## src/hw/rtl/grrle_pkg.sv

```systemverilog
// grrle_pkg: shared types and constants for the raster row decoder
// no dependencies
`timescale 1ns / 1ps

package grrle_pkg;

  // line store geometry
  localparam int MAX_PLANE_BYTES = 256;
  localparam int MAX_PLANES      = 8;
  localparam int MAX_PATTERN     = 16;
  localparam int LINE_SIZE       = MAX_PLANE_BYTES * MAX_PLANES;

  localparam logic [1:0] MODE_FEED    = 2'd0;
  localparam logic [1:0] MODE_READ    = 2'd1;
  localparam logic [1:0] MODE_RESTART = 2'd2;
  localparam logic [1:0] MODE_NOP     = 2'd3;

  localparam logic [2:0] ERR_NONE     = 3'd0;
  localparam logic [2:0] ERR_FLAG     = 3'd1;
  localparam logic [2:0] ERR_REPEAT   = 3'd2;
  localparam logic [2:0] ERR_ZERO_REP = 3'd3;
  localparam logic [2:0] ERR_OVERRUN  = 3'd4;

  localparam logic [7:0] BYTE_LITERAL = 8'h80;
  localparam logic [7:0] BYTE_FLAG    = 8'hff;
  localparam logic [7:0] RUN_MASK     = 8'h7f;
  localparam int         OVERRUN_SLACK = 4;
  localparam int         PROD_MAX     = 8191;

  localparam logic [1:0] REG_ROW_BYTES = 2'd0;
  localparam logic [1:0] REG_PLANES    = 2'd1;
  localparam logic [1:0] REG_PAT_LEN   = 2'd2;
  localparam logic [1:0] REG_HEIGHT    = 2'd3;

  typedef enum logic [1:0] {
    PH_DECODE = 2'd0,
    PH_EMIT   = 2'd1,
    PH_DONE   = 2'd2,
    PH_ERROR  = 2'd3
  } phase_t;

  typedef enum logic [2:0] {
    OP_AWAIT    = 3'd0,
    OP_SECOND   = 3'd1,
    OP_FLAG     = 3'd2,
    OP_REPCOUNT = 3'd3,
    OP_LITCOUNT = 3'd4,
    OP_LITERAL  = 3'd5,
    OP_PATTERN  = 3'd6
  } op_t;

  // one-hot sequencer states of the top-level control
  typedef enum logic [5:0] {
    S_IDLE  = 6'b000001,
    S_FILL  = 6'b000010,
    S_PFETCH= 6'b000100,
    S_RDWAIT= 6'b001000,
    S_OUT   = 6'b010000,
    S_FIN   = 6'b100000
  } seq_t;

endpackage

```

## src/hw/rtl/grrle_cfg.sv

```systemverilog
// grrle_cfg: apb register file holding the four configuration registers
// depends on grrle_pkg
`timescale 1ns / 1ps

module grrle_cfg (
  input  logic        clk,
  input  logic        rst,
  input  logic        psel,
  input  logic        penable,
  input  logic        pwrite,
  input  logic [3:0]  paddr,
  input  logic [31:0] pwdata,
  output logic [31:0] prdata,
  output logic        pready,
  output logic [8:0]  plane_row_bytes,
  output logic [3:0]  plane_count,
  output logic [4:0]  pattern_length,
  output logic [15:0] image_height
);

  logic [1:0] idx;
  logic       wr;
  assign idx    = paddr[3:2];
  assign pready = 1'b1;
  assign wr     = psel & penable & pwrite;

  always_ff @(posedge clk) begin
    if (rst) begin
      plane_row_bytes <= 9'd1;
      plane_count     <= 4'd1;
      pattern_length  <= 5'd2;
      image_height    <= 16'd1;
    end else if (wr) begin
      unique case (idx)
        grrle_pkg::REG_ROW_BYTES: plane_row_bytes <= pwdata[8:0];
        grrle_pkg::REG_PLANES:    plane_count     <= pwdata[3:0];
        grrle_pkg::REG_PAT_LEN:   pattern_length  <= pwdata[4:0];
        grrle_pkg::REG_HEIGHT:    image_height    <= pwdata[15:0];
        default: ;
      endcase
    end
  end

  always_comb begin
    unique case (idx)
      grrle_pkg::REG_ROW_BYTES: prdata = {23'd0, plane_row_bytes};
      grrle_pkg::REG_PLANES:    prdata = {28'd0, plane_count};
      grrle_pkg::REG_PAT_LEN:   prdata = {27'd0, pattern_length};
      grrle_pkg::REG_HEIGHT:    prdata = {16'd0, image_height};
      default:                  prdata = 32'd0;
    endcase
  end

endmodule

```

## config.mk

```make
export PLATFORM = sky130hd
export DESIGN_NAME = grrle_cfg
export DESIGN_NICKNAME = d
export VERILOG_FILES = /design/src/hw/rtl/grrle_pkg.sv /design/src/hw/rtl/grrle_cfg.sv
export SDC_FILE = /design/constraint.sdc
export NUM_CORES = 1
export LEC_CHECK = 0
export BUFFER_PORTS_ARGS = -buffer_cell sky130_fd_sc_hd__buf_2
export CAP_MARGIN = 40
export CORE_MARGIN = 2
export CORE_UTILIZATION = 38
export CTS_CLUSTER_DIAMETER = 80
export DETAILED_ROUTE_END_ITERATION = 6
export GPL_ROUTABILITY_DRIVEN = 0
export PLACE_DENSITY = 0.72
export SLEW_MARGIN = 0
export SYNTH_ARGS = -nofsm -noshare
export SYNTH_HDL_FRONTEND = slang
export SYNTH_SLANG_ARGS = --single-unit
export TNS_END_PERCENT = 1
```

## constraint.sdc

```tcl
create_clock -name clk -period 2.87 [get_ports clk]
set_input_delay 0.574 -clock clk [delete_from_list [all_inputs] [get_ports clk]]
set_output_delay 0.574 -clock clk [all_outputs]
set_load 0.02 [all_outputs]
```

==> flow_summary_export.csv, run 1 <==
group,metric,value,unit
run_status,status,"complete, no violations",
sta,finalSetupViolations,0,
final_layout,drive_gt1_share,36.0,%
power_and_ir_drop,p_comb_share,12.9,%
clock_tree,cts_root_buf,"clkbuf_8",
job,drv_cap,0,
synth,ys_seq_area_share,37.8,%
clock_tree,htreeDepth,2,
grt,grt_max_degree,46,
min_path,hold_class,"flip-flop to flip-flop",
clock_tree,cts_setup_buffers,0,
critical_path,critPathRequiredTime,2.30,ns
critical_path,reg2reg_to,"image_height[6]$_SDFFE_PP0P_",
routing,num_vias,1521,
critical_path,end_kind,"output pin",
sta,fin_ws,0.567,ns
power_and_ir_drop,seqPwrFrac,49.8,%
synth,synthArstFlopShare,0,%
sta,hold_viol_final,0,
placement,placedCellCount,299,
min_path,hold_start,"image_height[9]$_SDFFE_PP0P_",
clock_tree,clk_pin_slew_worst_paths,0.07,ns
sta,min_period,2.30,ns
clock_tree,clk_path_buf_depth,2,
synth,syn_area,1800,um2
placement,placed_area,2060,um2
power_and_ir_drop,p_int,711,uW
critical_path,ff2ff_path_depth,2,
sta,finalClockSkew,0,ns
critical_path,r2r_start,"image_height[6]$_SDFFE_PP0P_",
floorplanning,core_area,4630,um2
sta,hold_slack,0.484,ns
sta,final_max_slew_viol_count,0,
critical_path,r2r_slack,2.17,ns
routing,ant_nets,0,
routing,drt-initial-drc-count,77,
grt,met1_usage,22.7,%
sta,fmax,434,MHz
grt,grt-ovfl-total,0,
critical_path,start_kind,"primary input",
power_and_ir_drop,swShare,26.5,%
placement,io_buffers,72,
synth,synth_top_cell_by_area,"dfxtp_1",
grt,grt_pass1_vias,1327,
routing,firstDrtPassIters,4,
final_layout,antenna_cells,0,
synth,yosys_register_bits,34,
clock_tree,cts_sinks,34,
grt,grt_pass1_wl,6830,um
min_path,hold_path_depth,2,
routing,viasPerCell,4.95,
critical_path,cp_common_cell,"buf_2",
power_and_ir_drop,ir_drop,0.215,mV
routing,drt-wirelength-per-cell,14.2,um
power_and_ir_drop,clkPwrFrac,37.3,%
synth,synth_top_area_share,37.8,%
critical_path,cp.arrival,1.73,ns
floorplanning,die_w,72.8,um
clock_tree,cts_buffers,5,
clock_tree,clock_latency,0.28,ns
critical_path,critPathMaxStageDelay,0.61,ns
clock_tree,cts_resized,0,
synth,synth.distinct_cells,27,
synth,yosysWarningCount,0,
floorplanning,rows,25,
min_path,min_to,"image_height[9]$_SDFFE_PP0P_",
grt,antenna_found_initial,0,
power_and_ir_drop,p_leak,1.10,nW
sta,fin_crit_sh,80.3,%
synth,synth_edf_count,0,
critical_path,worstPathMaxFanout,17,
grt,grt-busiest-layer,"met2",
final_layout,final_cell_area,2150,um2
routing,wirelength,4350,um
critical_path,path_class,"primary input to output pin",
floorplanning,num_io_pins,108,
floorplanning,die_h,72.8,um
grt,grt_usage,16.9,%
critical_path,cp_cell_sequence,"buf_2, mux4_1, buf_2",
grt,met2_usage,26.2,%
sta,relSlewSlack,54.4,%
critical_path,cpMaxStageDelayCell,"mux4_1",
clock_tree,cts_tree,"yes",
synth,syn-mean-instance-area,9.57,um2
power_and_ir_drop,p_per_area,450,nW/um2
final_layout,nets,293,
placement,pre_cts_slack,0.551,ns
placement,hpwlAfterDp,2910,um
power_and_ir_drop,netSwitchingPower,256,uW
sta,worst_pin_slew,0.684,ns
floorplanning,initial_core_util,38.9,%
grt,grt.met3_usage,5.39,%
final_layout,stdcell_count,307,
sta,setup-tns-final,0,ns
clock_tree,cts_hold_buf,0,
floorplanning,dieArea,5300,um2
synth,synth-main-ff-cell,"dfxtp_1",
final_layout,fillers,484,
sta,rsz0062_at_grt,"no",
routing,drc_errors,0,
synth,synthCells,188,
synth,netlist_top_cells_area,"dfxtp_1, mux2i_1, buf_4, nand2b_1, a21oi_1",
final_layout,area_growth,19.4,%
## power by group through the flow
| stage | Sequential [mW] | Combinational (mW) | Clock (mW) |
|---|---|---|---|
| after floorplan | 0.500 | 0.105 | 0 |
| after global placement | 0.492 | 0.124 | 0 |
| after detailed placement | 0.493 | 0.125 | 0 |
| after CTS | 0.482 | 0.125 | 0.375 |
| after global routing | 0.482 | 0.135 | 0.405 |
| final | 0.482 | 0.125 | 0.361 |
## layout by cell type (no fill, tap or decap)
cell type / Yosys / layout
nand3_2: 1 / 1
mux4_2: 3 / 3
nor2_2: 1 / 1
clkbuf_8: 0 / 6
buf_4: 20 / 2
o21ai_0: 15 / 15
nor2_1: 7 / 7
clkbuf_1: 5 / 1
and3_1: 8 / 8
nand3_1: 15 / 15
mux2_2: 1 / 1
and2_4: 1 / 1
a22o_1: 5 / 5
nand3b_4: 1 / 1
dfxtp_1: 34 / 34
nand2_4: 1 / 1
nor3b_4: 1 / 1
mux4_1: 1 / 1
nand2b_1: 24 / 24
a21oi_1: 15 / 15
clkinv_2: 0 / 1
buf_2: 2 / 72
nand2_1: 1 / 1
mux2i_1: 19 / 19
conb_1: 2 / 17
## kinds of logic after synthesis
group	synth area share, %
multiplexers	16.4
flip-flops	37.8
other	0.417
buffers and inverters	13.4
AND/OR/NAND/NOR	21.1
AO/OA/AOI/OAI	10.8
## through the flow
stage / utilization (%) / total power [mW]
floorplan: - / 0.604
global placement: 44.4 / 0.617
detailed placement: 44.4 / 0.618
CTS: 46.4 / 0.982
global route: 46.4 / 1.02
finish: 46.4 / 0.967
## layer usage
metal | vias up | share of wire [%]
li1 | 748 | -
met1 | 709 | 45
met2 | 60 | 47
met3 | 4 | 6.8
met4 | 0 | 0.83
met5 | - | 0
## cells in the mapped netlist (2+ instances only)
cell	instances
a21oi_1	15
a22o_1	5
and3_1	8
buf_2	2
buf_4	20
buf_6	2
clkbuf_1	5
conb_1	2
dfxtp_1	34
mux2i_1	19
mux4_2	3
nand2b_1	24
nand3_1	15
nor2_1	7
o21ai_0	15
## flip-flops by register name (all words and copies together), names as in the netlist
register         count
plane_row_bytes      9
image_height        16
plane_count          4
pattern_length       5
## critical path, delay by kind of cell
| kind | cells | cell delay, ns |
|---|---|---|
| multiplexers | 1 | 0.61 |
| buffers and inverters | 2 | 0.54 |
## how the worst max path moves through the flow
stage | end | slack (ns) | cells past startpoint | from
floorplan | prdata[3] | 0.94 | 2 | paddr[2]
global placement | prdata[3] | 0.56 | 3 | paddr[2]
detailed placement | prdata[3] | 0.55 | 3 | paddr[2]
CTS | prdata[3] | 0.55 | 3 | paddr[2]
global route | prdata[3] | 0.51 | 3 | paddr[2]
finish | prdata[3] | 0.57 | 3 | paddr[2]
## area by class of cell
| class | count | area (um2) | share of cell area [%] |
|---|---|---|---|
| Multi-Input combinational cell | 137 | 933 | 43.4 |
| Sequential cell | 34 | 681 | 31.7 |
| Timing Repair Buffer | 74 | 375 | 17.5 |
| Clock buffer | 7 | 86.3 | 4.02 |
| Tap cell | 54 | 67.6 | 3.15 |
| Clock inverter | 1 | 5.00 | 0.233 |
Note: power is estimated with default switching activity, not from simulation.
==> inputs of run 2 (changes only) <==
- ABC_AREA: default -> 1
- PLACE_DENSITY: 0.72 -> 0.74
- clock period: 2.87 -> 2.1 ns (I/O delays scaled with it)
==> flow_summary_export.csv, run 2 <==
group,metric,value,unit
run_status,status,"complete, no violations",
grt,grt_max_degree,31,
grt,grt_pass1_wl,7090,um
routing,viasPerCell,4.53,
min_path,hold_start,"pwdata[1]",
final_layout,area_growth,25.3,%
final_layout,final_cell_mix,"buf_2, nor2_1, nand2_1",
synth,synth_common_cells,"nor2_1, nand2_1, nand3_1, dfxtp_1, inv_1",
grt,grt-ovfl-total,0,
synth,yosys_register_bits,34,
final_layout,regMostFlops,"image_height",
critical_path,cp.arrival,1.41,ns
synth,synth_edf_count,0,
placement,io_buffers,72,
power_and_ir_drop,ir_drop,0.442,mV
min_path,hold_path_depth,3,
final_layout,largest_registers,"image_height: 16 flops, plane_row_bytes: 9 flops, pattern_length: 5 flops",
floorplanning,core_area,4660,um2
job,drv_cap,0,
routing,drt-wirelength-per-cell,11.1,um
routing,num_vias,1809,
critical_path,ff2ff_path_depth,2,
power_and_ir_drop,p_comb_share,13.5,%
synth,syn-mean-instance-area,6.64,um2
grt,grt_usage,17.0,%
floorplanning,num_io_pins,108,
critical_path,critPathTopFamily,"buffers and inverters",
placement,hpwlAfterDp,3240,um
synth,synth.most_common_cell,"nor2_1",
critical_path,r2r_slack,1.46,ns
synth,synthArstFlopShare,0,%
critical_path,critPathRequiredTime,1.68,ns
routing,ant_nets,0,
min_path,min_to,"pattern_length[1]$_SDFFE_PP1P_",
synth,synth_top_cell_by_area,"dfxtp_1",
critical_path,startpoint,"paddr[2]",
synth,yosysWarningCount,0,
clock_tree,cts_buffers,5,
critical_path,worstPathMaxFanout,18,
final_layout,drive_gt1_share,27.2,%
critical_path,r2r_start,"pattern_length[1]$_SDFFE_PP1P_",
clock_tree,cts_tree,"yes",
clock_tree,clk_path_buf_depth,2,
critical_path,path_buf_inv,3,
clock_tree,cts_hold_buf,0,
clock_tree,htreeDepth,2,
sta,rsz0062_at_grt,"no",
sta,fmax,546,MHz
critical_path,start_kind,"primary input",
sta,final_max_slew_viol_count,0,
sta,finalSetupViolations,0,
floorplanning,die_w,73.1,um
power_and_ir_drop,p_per_area,708,nW/um2
final_layout,antenna_cells,0,
grt,antenna_found_initial,0,
grt,grt_pass1_vias,1568,
routing,drc_errors,0,
min_path,hold_class,"primary input to flip-flop",
placement,placedCellCount,391,
clock_tree,clk_pin_slew_worst_paths,0.08,ns
power_and_ir_drop,p_leak,1.20,nW
sta,finalClockSkew,0,ns
power_and_ir_drop,p_int,1.20,mW
final_layout,nets,385,
routing,wirelength,4420,um
critical_path,end_kind,"output pin",
clock_tree,cts_sinks,34,
power_and_ir_drop,design_power_total,1.61,mW
routing,firstDrtPassIters,4,
power_and_ir_drop,seqPwrFrac,41.6,%
clock_tree,cts_setup_buffers,0,
floorplanning,die_h,73.1,um
critical_path,path_class,"primary input to output pin",
power_and_ir_drop,swShare,25.4,%
floorplanning,initial_core_util,38.9,%
sta,min_period,1.83,ns
critical_path,reg2reg_to,"pattern_length[1]$_SDFFE_PP1P_",
synth,ys_seq_area_share,37.6,%
floorplanning,rows,25,
power_and_ir_drop,netSwitchingPower,408,uW
final_layout,largest_register_ffs,16,
synth,syn_area,1810,um2
synth,synthCells,273,
clock_tree,cts_root_buf,"clkbuf_8",
critical_path,cpMaxStageDelayCell,"inv_2",
sta,fin_crit_sh,87.1,%
clock_tree,clock_latency,0.28,ns
critical_path,cp_cell_sequence,"buf_2, nand2_4, inv_2, nand2_1, nand4_1, buf_2",
synth,synth-main-ff-cell,"dfxtp_1",
synth,synth_top_area_share,37.6,%
final_layout,fillers,485,
synth,synth.distinct_cells,21,
clock_tree,cts_resized,0,
critical_path,cp_common_cell,"buf_2",
final_layout,stdcell_count,399,
floorplanning,dieArea,5340,um2
final_layout,layout_commonest_cell,"buf_2",
routing,drt-initial-drc-count,127,
power_and_ir_drop,clkPwrFrac,44.9,%
sta,hold_viol_final,0,
synth,netlist_top_cells_area,"dfxtp_1, nor2_1, nand2_1, nand3_1, buf_4",
sta,setup-tns-final,0,ns
critical_path,critPathMaxStageDelay,0.31,ns
==> run 2: changes by cell type in the layout (fill, tap and decap cells not counted), sizes merged, moves of 11 or more <==
cell / change
nand2: +56
inv: +27
a21oi: -15
mux2i: -19
o21ai: -11
nand2b: -24
nand3: +20
nor2: +67
==> run 2: power by group through the flow <==
stage | clock [mW] | combinational, mW | sequential [mW]
after floorplan | 0 | 0.158 | 0.700
after global placement | 0 | 0.212 | 0.684
after detailed placement | 0 | 0.217 | 0.684
after CTS | 0.737 | 0.217 | 0.669
after global routing | 0.765 | 0.239 | 0.671
final | 0.722 | 0.216 | 0.669
==> run 2: metrics by stage <==
stage / hold slack, ns / setup WS, ns / util, % / area [um2]
finish: 0.382 / 0.270 / 48.7 / 2270
global route: 0.397 / 0.160 / 48.7 / 2270
CTS: 0.378 / 0.247 / 48.7 / 2270
floorplan: 0.546 / 0.511 / - / 1870
global placement: 0.483 / 0.286 / 45.4 / 2120
detailed placement: 0.489 / 0.252 / 45.8 / 2130
==> run 2: worst max path at each step <==
stage | end | slack (ns) | cells past startpoint
floorplan | prdata[5] | 0.51 | 4
detailed placement | prdata[0] | 0.25 | 6
global route | prdata[3] | 0.16 | 6
CTS | prdata[0] | 0.25 | 6
global placement | prdata[3] | 0.29 | 6
finish | prdata[0] | 0.27 | 6
==> run 2: kinds of logic after synthesis <==
family,Yosys count,synth area share (%)
buf+inv,56,17.4
simple gates,173,41.6
flops,34,37.6
compound gates,8,3.04
other cells,2,0.415
==> run 2: routing by layer <==
| metal | track usage (%) | share of wire [%] | vias up |
|---|---|---|---|
| met5 | 0 | 0 | - |
| met4 | 3.70 | 0.61 | 0 |
| met3 | 4.42 | 5.6 | 5 |
| met1 | 20.6 | 44 | 800 |
| met2 | 29.9 | 50 | 58 |
| li1 | - | - | 946 |
==> run 2: cell type report <==
class	count	area [um2]	area share [%]
sequential	34	681	30.0
clock inverter	3	68.8	3.03
timing repair buffer	77	405	17.9
tap	54	67.6	2.98
multi-input combinational	198	875	38.5
clock buffer	5	68.8	3.03
inverter	28	105	4.63
==> run 2: worst reg2reg max path: cells and delay by family (launching register included) <==
kind	cells	cell delay, ns
AOI/OAI and AO/OA	1	0.09
DFF	1	0.33
and+or+nand+nor	1	0.09
==> inputs of run 3 (changes only) <==
- BUFFER_PORTS_ARGS: -buffer_cell sky130_fd_sc_hd__buf_2 -> default
- DONT_BUFFER_PORTS: default -> 1
- PLACE_DENSITY: 0.74 -> default
==> flow_summary_export.csv, run 3 (synthesis gave the netlist of run 2 again) <==
group,metric,value,unit
run_status,status,"complete, no violations",
job,drv_cap,0,
routing,drt-initial-drc-count,81,
routing,firstDrtPassIters,4,
floorplanning,core_area,4660,um2
critical_path,worstPathMaxFanout,24,
final_layout,antenna_cells,0,
critical_path,path_class,"primary input to output pin",
sta,fmax,600,MHz
sta,setup-tns-final,0,ns
clock_tree,cts_hold_buf,0,
final_layout,regMostFlops,"image_height",
sta,hold_viol_final,0,
clock_tree,cts_resized,0,
final_layout,layout_commonest_cell,"nor2_1",
critical_path,critPathRequiredTime,1.68,ns
clock_tree,clock_latency,0.28,ns
clock_tree,clk_path_buf_depth,2,
routing,dr_wl_met2,2090,um
floorplanning,rows,25,
power_and_ir_drop,ir_drop,0.277,mV
clock_tree,clk_pin_slew_worst_paths,0.07,ns
routing,num_vias,1589,
clock_tree,cts_sinks,34,
clock_tree,cts_setup_buffers,0,
routing,top_layer,"met4",
routing,drt-wirelength-per-cell,13.5,um
final_layout,drive_gt1_share,8.06,%
routing,m1WireLength,1880,um
routing,drc_errors,0,
sta,finalSetupViolations,0,
power_and_ir_drop,p_leak,0.866,nW
sta,fin_crit_sh,79.4,%
sta,finalClockSkew,0,ns
final_layout,area_growth,7.11,%
critical_path,end_kind,"output pin",
final_layout,largest_registers,"image_height: 16 flops, plane_row_bytes: 9 flops, pattern_length: 5 flops",
grt,grt_usage,17.5,%
min_path,hold_class,"primary input to flip-flop",
final_layout,nets,313,
critical_path,cp_cell_sequence,"nand2_4, inv_2, nand2_1, nand4_1",
floorplanning,initial_core_util,38.9,%
final_layout,fin_util,41.6,%
critical_path,critPathMaxStageDelay,0.37,ns
floorplanning,num_io_pins,108,
final_layout,stdcell_count,327,
clock_tree,cts_root_buf,"clkbuf_8",
power_and_ir_drop,p_per_area,827,nW/um2
routing,ant_nets,0,
critical_path,start_kind,"primary input",
grt,grt_pass1_vias,1442,
routing,wirelength,4420,um
clock_tree,cts_buffers,5,
sta,hold_slack,0.262,ns
floorplanning,die_w,73.1,um
critical_path,cpMaxStageDelayCell,"inv_2",
grt,antenna_found_initial,0,
sta,min_period,1.67,ns
clock_tree,htreeDepth,2,
sta,rsz0062_at_grt,"no",
placement,io_buffers,0,
routing,wl_met3,380,um
floorplanning,die_h,73.1,um
final_layout,largest_register_ffs,16,
grt,grt-ovfl-total,0,
floorplanning,dieArea,5340,um2
final_layout,final_cell_mix,"nor2_1, nand2_1, nand3_1",
sta,final_max_slew_viol_count,0,
placement,placedCellCount,319,
clock_tree,cts_tree,"yes",
placement,hpwlAfterDp,3170,um
routing,viasPerCell,4.86,
grt,grt_pass1_wl,7080,um
grt,grt_max_degree,25,
critical_path,cp.arrival,1.25,ns
==> run 3: final cells by class <==
class / instances / area (um2)
tap: 54 / 67.6
multi-input combinational: 198 / 875
fill: 532 / 2720
inverter: 28 / 105
timing repair buffer: 5 / 70.1
sequential: 34 / 681
clock inverter: 2 / 60.1
clock buffer: 6 / 82.6
==> run 3: worst paths after layout <==
path | slack (ns) | startpoint | depth (start not counted) | endpoint
setup / recovery | 0.43 | paddr[2] | 4 | prdata[0]
hold / removal | 0.26 | pwdata[0] | 2 | plane_row_bytes[0]$_SDFFE_PP1P_
setup reg to reg | 1.28 | pattern_length[1]$_SDFFE_PP1P_ | 2 | pattern_length[1]$_SDFFE_PP1P_
hold reg to reg | 0.59 | plane_row_bytes[4]$_SDFFE_PP0P_ | 2 | plane_row_bytes[4]$_SDFFE_PP0P_
==> run 3: power breakdown <==
part / leakage, nW / total [mW] / internal [mW] / switching, mW
combinational: 0.519 / 0.160 / 0.0427 / 0.117
sequential: 0.275 / 0.689 / 0.659 / 0.0301
clock: 0.0714 / 0.757 / 0.507 / 0.251
==> run 3: worst max-delay path, delay by kind of cell <==
family	cells	cell delay [ns]
buf+inv	1	0.37
simple gates	3	0.45
==> run 3: metrics by stage <==
step / power, mW / instance area (um2) / setup slack, ns
after global placement: 0.858 / 1770 / 0.431
after detailed placement: 0.865 / 1800 / 0.416
final: 1.61 / 1940 / 0.433
after global routing: 1.67 / 1940 / 0.354
after CTS: 1.62 / 1940 / 0.415
after floorplan: 0.859 / 1870 / 0.511
==> run 3: per-layer routing <==
layer  vias to the layer above  GRT usage (%)
li1                        806              -
met1                       717           20.5
met2                        58           28.0
met3                         8           7.46
met4                         0           6.79
met5                         -              0
